<file path="src/rtl/core/kbd_mb_pkg.sv">
`timescale 1ns / 1ps

package kbd_mb_pkg;

  // Key slots in one report and modifier events tracked
  localparam int KEY_SLOTS  = 6;
  localparam int MOD_COUNT  = 6;
  localparam int KEY_W      = 8;
  localparam int MOD_BITS_W = 7;

  // One scan step per new slot, per old slot and per modifier
  localparam int STEP_COUNT = 2 * KEY_SLOTS + MOD_COUNT;
  localparam int STEP_W     = $clog2(STEP_COUNT);

  // Input word: key slots then modifier bits, padded to whole bytes
  localparam int IN_BITS    = KEY_SLOTS * KEY_W + MOD_BITS_W;
  localparam int IN_TDATA_W = ((IN_BITS + 7) / 8) * 8;

  // Modifier bit positions in the report
  localparam int MB_LCTRL  = 0;
  localparam int MB_LSHIFT = 1;
  localparam int MB_LALT   = 2;
  localparam int MB_LWIN   = 3;
  localparam int MB_RCTRL  = 4;
  localparam int MB_RSHIFT = 5;
  localparam int MB_RALT   = 6;

  // Event kind codes
  localparam logic KIND_KEY = 1'b0;
  localparam logic KIND_MOD = 1'b1;

  typedef logic [KEY_W-1:0] key_t;

  typedef enum logic [1:0] {
    ST_IDLE,
    ST_SCAN,
    ST_FLUSH
  } kbd_state_t;

  typedef struct packed {
    key_t code;
    logic kind;
    logic released;
  } kbd_event_t;

endpackage

</file>
<file path="src/rtl/core/keyboard_report_make_break_unit.sv">
`timescale 1ns / 1ps

// Channel  Dir  Word layout (lowest bit up)
// s_*      in   tdata: key_a..key_f (8 bits each), modifier_bits (7), pad to 56
// m_*      out  tdata: code (8); tuser: kind, released; tlast: last_event
//
// Each report is scanned slot by slot (six new slots, six old slots, six
// modifiers), then flushed; a new report is accepted only in idle. A single
// compare unit tests one slot against all six opposing slots per cycle unless
// a stalled output holds the scan on the next event found. Events leave through
// a one-word output register. Synchronous reset clears the previous report.
module keyboard_report_make_break_unit
  import kbd_mb_pkg::*;
(
  input  logic                  clk,
  input  logic                  rst,
  input  logic                  s_tvalid,
  output logic                  s_tready,
  input  logic [IN_TDATA_W-1:0] s_tdata,   // key_a..key_f, modifier_bits, zero pad
  output logic                  m_tvalid,
  input  logic                  m_tready,
  output logic [KEY_W-1:0]      m_tdata,   // code
  output logic [1:0]            m_tuser,   // kind, released
  output logic                  m_tlast
);

  kbd_state_t state, state_next;

  logic [STEP_W-1:0]    step;
  key_t                 now_keys  [KEY_SLOTS];
  key_t                 prev_keys [KEY_SLOTS];
  logic [MOD_COUNT-1:0] mod_want;
  logic [MOD_COUNT-1:0] mod_held;
  logic [MOD_COUNT-1:0] mod_diff;
  logic [MOD_COUNT-1:0] mod_rel;

  logic       pend_valid;
  kbd_event_t pend_ev;

  // Scan control from the sequencer
  logic       accept;
  logic       out_free;
  logic       in_press, in_release;
  logic       hit;
  key_t       probe;
  logic       found;
  kbd_event_t cand_ev;
  logic       advance;
  logic       load_out;
  logic       out_last;
  logic       finish;
  logic [STEP_W-1:0] mod_idx;
  logic [MOD_COUNT-1:0] want_in;
  logic [MOD_BITS_W-1:0] mods_in;

  assign accept   = s_tvalid && s_tready;
  assign out_free = !m_tvalid || m_tready;
  assign mods_in  = s_tdata[KEY_SLOTS*KEY_W +: MOD_BITS_W];

  // Modifier wants in event order: lalt, ralt, lshift, rshift, lwin, control
  assign want_in = {mods_in[MB_LCTRL] | mods_in[MB_RCTRL], mods_in[MB_LWIN],
                    mods_in[MB_RSHIFT], mods_in[MB_LSHIFT],
                    mods_in[MB_RALT], mods_in[MB_LALT]};

  // Shared compare unit: probe against the opposing report
  always_comb begin
    in_press   = (step < STEP_W'(KEY_SLOTS));
    in_release = !in_press && (step < STEP_W'(2 * KEY_SLOTS));
    probe      = in_press ? now_keys[0] : prev_keys[0];
    hit        = 1'b0;
    for (int j = 0; j < KEY_SLOTS; j++) begin
      if (in_press) begin
        hit = hit | (prev_keys[j] == probe);
      end else begin
        hit = hit | (now_keys[j] == probe);
      end
    end
    mod_idx = step - STEP_W'(2 * KEY_SLOTS);
    if (in_press || in_release) begin
      found            = (probe != '0) && !hit;
      cand_ev.code     = probe;
      cand_ev.kind     = KIND_KEY;
      cand_ev.released = in_release;
    end else begin
      found            = mod_diff[0];
      cand_ev.code     = KEY_W'(mod_idx);
      cand_ev.kind     = KIND_MOD;
      cand_ev.released = mod_rel[0];
    end
  end

  // Sequencer: next state and strobes
  always_comb begin
    state_next = state;
    advance    = 1'b0;
    load_out   = 1'b0;
    out_last   = 1'b0;
    finish     = 1'b0;
    case (state)
      ST_IDLE: begin
        if (accept) begin
          state_next = ST_SCAN;
        end
      end
      ST_SCAN: begin
        advance  = !found || !pend_valid || out_free;
        load_out = advance && found && pend_valid;
        if (advance && (step == STEP_W'(STEP_COUNT - 1))) begin
          state_next = ST_FLUSH;
        end
      end
      ST_FLUSH: begin
        if (!pend_valid || out_free) begin
          load_out   = pend_valid;
          out_last   = 1'b1;
          finish     = 1'b1;
          state_next = ST_IDLE;
        end
      end
      default: begin
        state_next = ST_IDLE;
      end
    endcase
  end

  assign s_tready = (state == ST_IDLE);

  always_ff @(posedge clk) begin
    if (rst) begin
      state <= ST_IDLE;
    end else begin
      state <= state_next;
    end
  end

  // Report capture, slot rotation and step counter
  always_ff @(posedge clk) begin
    if (accept) begin
      step <= '0;
      for (int i = 0; i < KEY_SLOTS; i++) begin
        now_keys[i] <= s_tdata[i*KEY_W +: KEY_W];
      end
      mod_want <= want_in;
      mod_diff <= want_in ^ mod_held;
      mod_rel  <= ~want_in;
    end else if (advance) begin
      step <= step + STEP_W'(1);
      if (in_press) begin
        for (int i = 0; i < KEY_SLOTS - 1; i++) begin
          now_keys[i] <= now_keys[i+1];
        end
        now_keys[KEY_SLOTS-1] <= now_keys[0];
      end else if (!in_release) begin
        mod_diff <= mod_diff >> 1;
        mod_rel  <= mod_rel >> 1;
      end
    end
  end

  // Previous report and held modifiers
  always_ff @(posedge clk) begin
    if (rst) begin
      for (int i = 0; i < KEY_SLOTS; i++) begin
        prev_keys[i] <= '0;
      end
      mod_held <= '0;
    end else if (finish) begin
      for (int i = 0; i < KEY_SLOTS; i++) begin
        prev_keys[i] <= now_keys[i];
      end
      mod_held <= mod_want;
    end else if (advance && in_release) begin
      for (int i = 0; i < KEY_SLOTS - 1; i++) begin
        prev_keys[i] <= prev_keys[i+1];
      end
      prev_keys[KEY_SLOTS-1] <= prev_keys[0];
    end
  end

  // Pending event: held back one so the final one can carry tlast
  always_ff @(posedge clk) begin
    if (rst) begin
      pend_valid <= 1'b0;
    end else if (advance && found) begin
      pend_valid <= 1'b1;
    end else if (finish) begin
      pend_valid <= 1'b0;
    end
  end

  always_ff @(posedge clk) begin
    if (advance && found) begin
      pend_ev <= cand_ev;
    end
  end

  // Output word register
  always_ff @(posedge clk) begin
    if (rst) begin
      m_tvalid <= 1'b0;
    end else if (load_out) begin
      m_tvalid <= 1'b1;
    end else if (m_tready) begin
      m_tvalid <= 1'b0;
    end
  end

  always_ff @(posedge clk) begin
    if (load_out) begin
      m_tdata <= pend_ev.code;
      m_tuser <= {pend_ev.released, pend_ev.kind};
      m_tlast <= out_last;
    end
  end

endmodule
</file>
<file path="config.mk">
export PLATFORM = sky130hd
export DESIGN_NAME = keyboard_report_make_break_unit
export DESIGN_NICKNAME = d
export VERILOG_FILES = /design/src/rtl/core/kbd_mb_pkg.sv /design/src/rtl/core/keyboard_report_make_break_unit.sv
export SDC_FILE = /design/constraint.sdc
export NUM_CORES = 1
export LEC_CHECK = 0
export ABC_CLOCK_PERIOD_IN_PS = 9800
export BUFFER_PORTS_ARGS = -buffer_cell sky130_fd_sc_hd__buf_2
export CAP_MARGIN = 20
export CORE_MARGIN = 2
export CORE_UTILIZATION = 45
export DETAILED_ROUTE_END_ITERATION = 6
export SLEW_MARGIN = 20
export SYNTH_ARGS = -nofsm -noshare
export SYNTH_HDL_FRONTEND = slang
export SYNTH_SLANG_ARGS = --single-unit
</file>
<file path="constraint.sdc">
create_clock -name clk -period 9.8 [get_ports clk]
set_input_delay 0.98 -clock clk [delete_from_list [all_inputs] [get_ports clk]]
set_output_delay 0.98 -clock clk [all_outputs]
set_load 0.02 [all_outputs]
</file>
==> impl_metrics.env <==
export IMPL_post_synth_mux_area_share=0.08394
export IMPL_pin_count_of_the_biggest_net_entering_global_routing=51
export IMPL_timing_worst_slew_pin_value_ns=0.9691
export IMPL_synth_edff_count=135
export IMPL_yosys_cell_types_count=45
export IMPL_gp_congestion=0.8536
export IMPL_clk_latency_ns=0.42
export IMPL_dominantRegCellSynth="sky130_fd_sc_hd__edfxtp_1"
export IMPL_synth_compound_area_frac=0.1089
export IMPL_finalWorstPathRequiredPeriod_ns=3.731
export IMPL_async_reset_ff_frac=0
export IMPL_synth_fa_ha_area_frac=0.01157
export IMPL_report_final_hold_viol_count=0
export IMPL_detail_route_drc_violations=0
export IMPL_h_tree_depth=4
export IMPL_die_width_um=133.7
export IMPL_drt_iter0_drc=384
export IMPL_cell_rows=47
export IMPL_post_cts_buffers=0
export IMPL_post_drt_wl_per_cell_um=19.58
export IMPL_p_leak_uw=0.003059
export IMPL_die_height_um=133.7
export IMPL_maxCapViolCount=0
export IMPL_period_utilization=0.3807
export IMPL_effective_utilization_at_floorplan=0.4582
export IMPL_nNetsFinal=692
export IMPL_vias_per_instance=5.531
export IMPL_skew_ns=0.007741
export IMPL_ant_nets=0
export IMPL_worst_hold_path_type="reg2reg"
export IMPL_use_met3=0.04566
export IMPL_fin_hold_ws_ns=0.4170
export IMPL_timing_setup_critical_path_class="in2reg"
export IMPL_clock_fmax_ghz=0.2680
export IMPL_antenna_cells=0
export IMPL_ctsResizeCount=0
export IMPL_clkTransAtPathRegs_ns=0.06
export IMPL_worstPathArrival_ns=3.79
export IMPL_placed_cells_incl_taps=825
export IMPL_io_pins=73
export IMPL_grt_pass1_vias=4901
export IMPL_initial_antenna_violation_count=0
export IMPL_startpoint_type="input pin"
export IMPL_placement_io_buffers=71
export IMPL_critPathCaptureType="flop"
export IMPL_synth_warn=0
export IMPL_grt_ovfl_total=0
export IMPL_crit_fanout=50
export IMPL_cts_buffer_depth=2
export IMPL_hpwl_mm=11.20
export IMPL_seq_area_frac_synth=0.5750
export IMPL_result_of_the_run="finished, final reports clean"
export IMPL_drive_above_1_share=0.2543
export IMPL_cts_root_buffer_cell="sky130_fd_sc_hd__clkbuf_16"
export IMPL_area_growth_synth_to_final_pct=14.04
export IMPL_gr_usage_met2=0.3262
export IMPL_final_max_slew_viol_count=0
export IMPL_avgSynthCellArea_sq_um=13.33
export IMPL_worst_ep_required_ns=9.86
export IMPL_die_area_sq_um=17880
export IMPL_synthesis_instances=568
export IMPL_aggregate_negative_setup_slack_ns=0
export IMPL_synthXorXnorAreaFrac=0.1087
export IMPL_detailed_routing_iteration_count_for_the_pre_antenna_repair_pass=4
export IMPL_fillerInstances=1410
export IMPL_setup_viol=0
export IMPL_largest_family_of_logic_cells_by_synthesized_area="compound AO/OA/AOI/OAI gates"
export IMPL_cts_hold_repair_buffers=0
export IMPL_core_area_sq_um=16520
export IMPL_top_usage_layer="met2"
export IMPL_synth_seq_cells=150
export IMPL_cts_made_buffers=17
export IMPL_grt_util_met1=0.2486
export IMPL_ir_worst_vdd_v=0.0001230
export IMPL_detail_route_wirelength_mm=16.78
export IMPL_synth_simple_area_share=0.06709
export IMPL_grt_setup_unrepaired="no"
export IMPL_synth_area_sq_um=7572
export IMPL_clkSinkCount=150
export IMPL_slew_headroom=0.3540
export IMPL_global_route_wire_length_before_repair_mm=26.50
export IMPL_dr_total_vias=4740
export IMPL_grtUsageTotal=0.1956
export IMPL_mappedNetlistNets=635
export IMPL_layout_cells_non_filler=857
export IMPL_cts_tree="done"
export IMPL_power_per_cell_area_nw_per_um2=208.6
## cell usage after synthesis (2+ instances only)
library cell	n	area [sq um]
sky130_fd_sc_hd__o22ai_1	5	31.28
sky130_fd_sc_hd__clkbuf_1	11	41.29
sky130_fd_sc_hd__buf_8	2	30.03
sky130_fd_sc_hd__inv_2	3	11.26
sky130_fd_sc_hd__o31ai_1	2	15.01
sky130_fd_sc_hd__mux2_4	20	300.3
sky130_fd_sc_hd__inv_1	9	33.78
sky130_fd_sc_hd__ha_1	7	87.58
sky130_fd_sc_hd__mux2i_1	2	20.02
sky130_fd_sc_hd__a221oi_1	3	26.28
sky130_fd_sc_hd__a21oi_1	20	100.1
sky130_fd_sc_hd__nand4_1	23	143.9
sky130_fd_sc_hd__nand2_1	45	168.9
sky130_fd_sc_hd__o211ai_1	2	15.01
sky130_fd_sc_hd__nand2b_1	2	12.51
sky130_fd_sc_hd__and2_1	2	12.51
sky130_fd_sc_hd__nand3_1	2	10.01
sky130_fd_sc_hd__buf_4	8	60.06
sky130_fd_sc_hd__mux2_2	28	315.3
sky130_fd_sc_hd__buf_6	10	112.6
sky130_fd_sc_hd__o21ai_0	17	85.08
sky130_fd_sc_hd__dfxtp_1	15	300.3
sky130_fd_sc_hd__nor2b_1	2	12.51
sky130_fd_sc_hd__or3_1	4	25.02
sky130_fd_sc_hd__nor2_1	11	41.29
sky130_fd_sc_hd__xnor2_1	94	823.3
sky130_fd_sc_hd__a22o_1	48	420.4
sky130_fd_sc_hd__buf_2	10	50.05
sky130_fd_sc_hd__nor4_1	4	25.02
sky130_fd_sc_hd__or4_1	3	22.52
sky130_fd_sc_hd__and4_1	2	17.52
sky130_fd_sc_hd__a31oi_1	3	18.77
sky130_fd_sc_hd__o21ai_1	3	15.01
sky130_fd_sc_hd__edfxtp_1	135	4054
## per-layer routing
metal  vias to the layer above  routed length, um
met3                        29                849
met1                      2334               7274
met2                       136               8360
li1                       2241                  -
met5                         -                  0
met4                         0                299
## path summary, 6_finish.rpt
check                       start               end  slack, ns  cells after the start
setup / recovery         m_tready  prev_keys[0][36]       6.07                     10
hold / removal         pend_ev[4]        m_tdata[2]       0.42                      0
setup reg to reg  prev_keys[0][7]  prev_keys[0][36]       6.19                      9
hold reg to reg        pend_ev[4]        m_tdata[2]       0.42                      0
## flip-flops by register name (all words and copies together) (netlist names)
name        count
m_tdata         8
m_tlast         1
m_tuser         2
m_tvalid        1
mod_diff        6
mod_held        6
mod_rel         6
mod_want        6
now_keys       48
pend_ev        10
pend_valid      1
prev_keys      48
state           2
step            5
## placed cells by master, fill, tap and decap left out, drive strengths merged, types with 3 or more instances in the layout
master,count
a21oi,20
a221oi,3
a22o,48
a31oi,3
buf,79
bufinv,5
clkbuf,20
clkinv,4
dfxtp,15
edfxtp,135
ha,7
inv,12
mux2,48
nand2,45
nand4,23
nor2,11
nor4,4
o21ai,21
o22ai,5
or3,4
or4,3
xnor2,94
## worst max-delay path, cell delays in order
cell	delay [ns]
sky130_fd_sc_hd__buf_2	0.10
sky130_fd_sc_hd__nor2b_1	0.17
sky130_fd_sc_hd__nand2_1	0.19
sky130_fd_sc_hd__nand2_1	0.37
sky130_fd_sc_hd__inv_2	0.20
sky130_fd_sc_hd__or4_1	0.48
sky130_fd_sc_hd__nor3_4	0.12
sky130_fd_sc_hd__buf_4	0.50
sky130_fd_sc_hd__or3_1	0.18
sky130_fd_sc_hd__buf_4	0.46
## per-stage QoR
stage                     setup WS [ns]  utilization  area [sq um]  power [uW]
after floorplan                   4.366            -          7572        1055
after global placement            5.690       0.4840          7998        1116
after detailed placement          5.652       0.4840          7998        1125
after CTS                         6.075       0.5214          8616        1814
after global routing              5.849       0.5226          8636        1867
final                             6.069       0.5226          8636        1802
## logic make-up (layout without fill, tap and decap cells)
logic type | after synthesis | in the layout
compound gates | 112 | 112
xor+xnor | 94 | 94
fa+ha+maj | 7 | 7
buf+inv | 53 | 122
flops | 150 | 150
mux | 50 | 50
simple gates | 102 | 102
## where the power goes
part	switching, uW	internal [uW]	total (uW)
clock	245	447	692
sequential	88.9	788	877
combinational	113	121	233
## area by class of cell
type	count	area, sq um	area share
flip-flops and latches	150	4354	0.5042
multi-input cells	365	2915	0.3376
clock buffers	20	436.7	0.05057
repair buffers	79	427.9	0.04955
well taps	220	275.3	0.03187
clock inverters	11	181.4	0.02101
inverters	12	45.04	0.005216
Note: power is estimated with default switching activity, not from simulation.
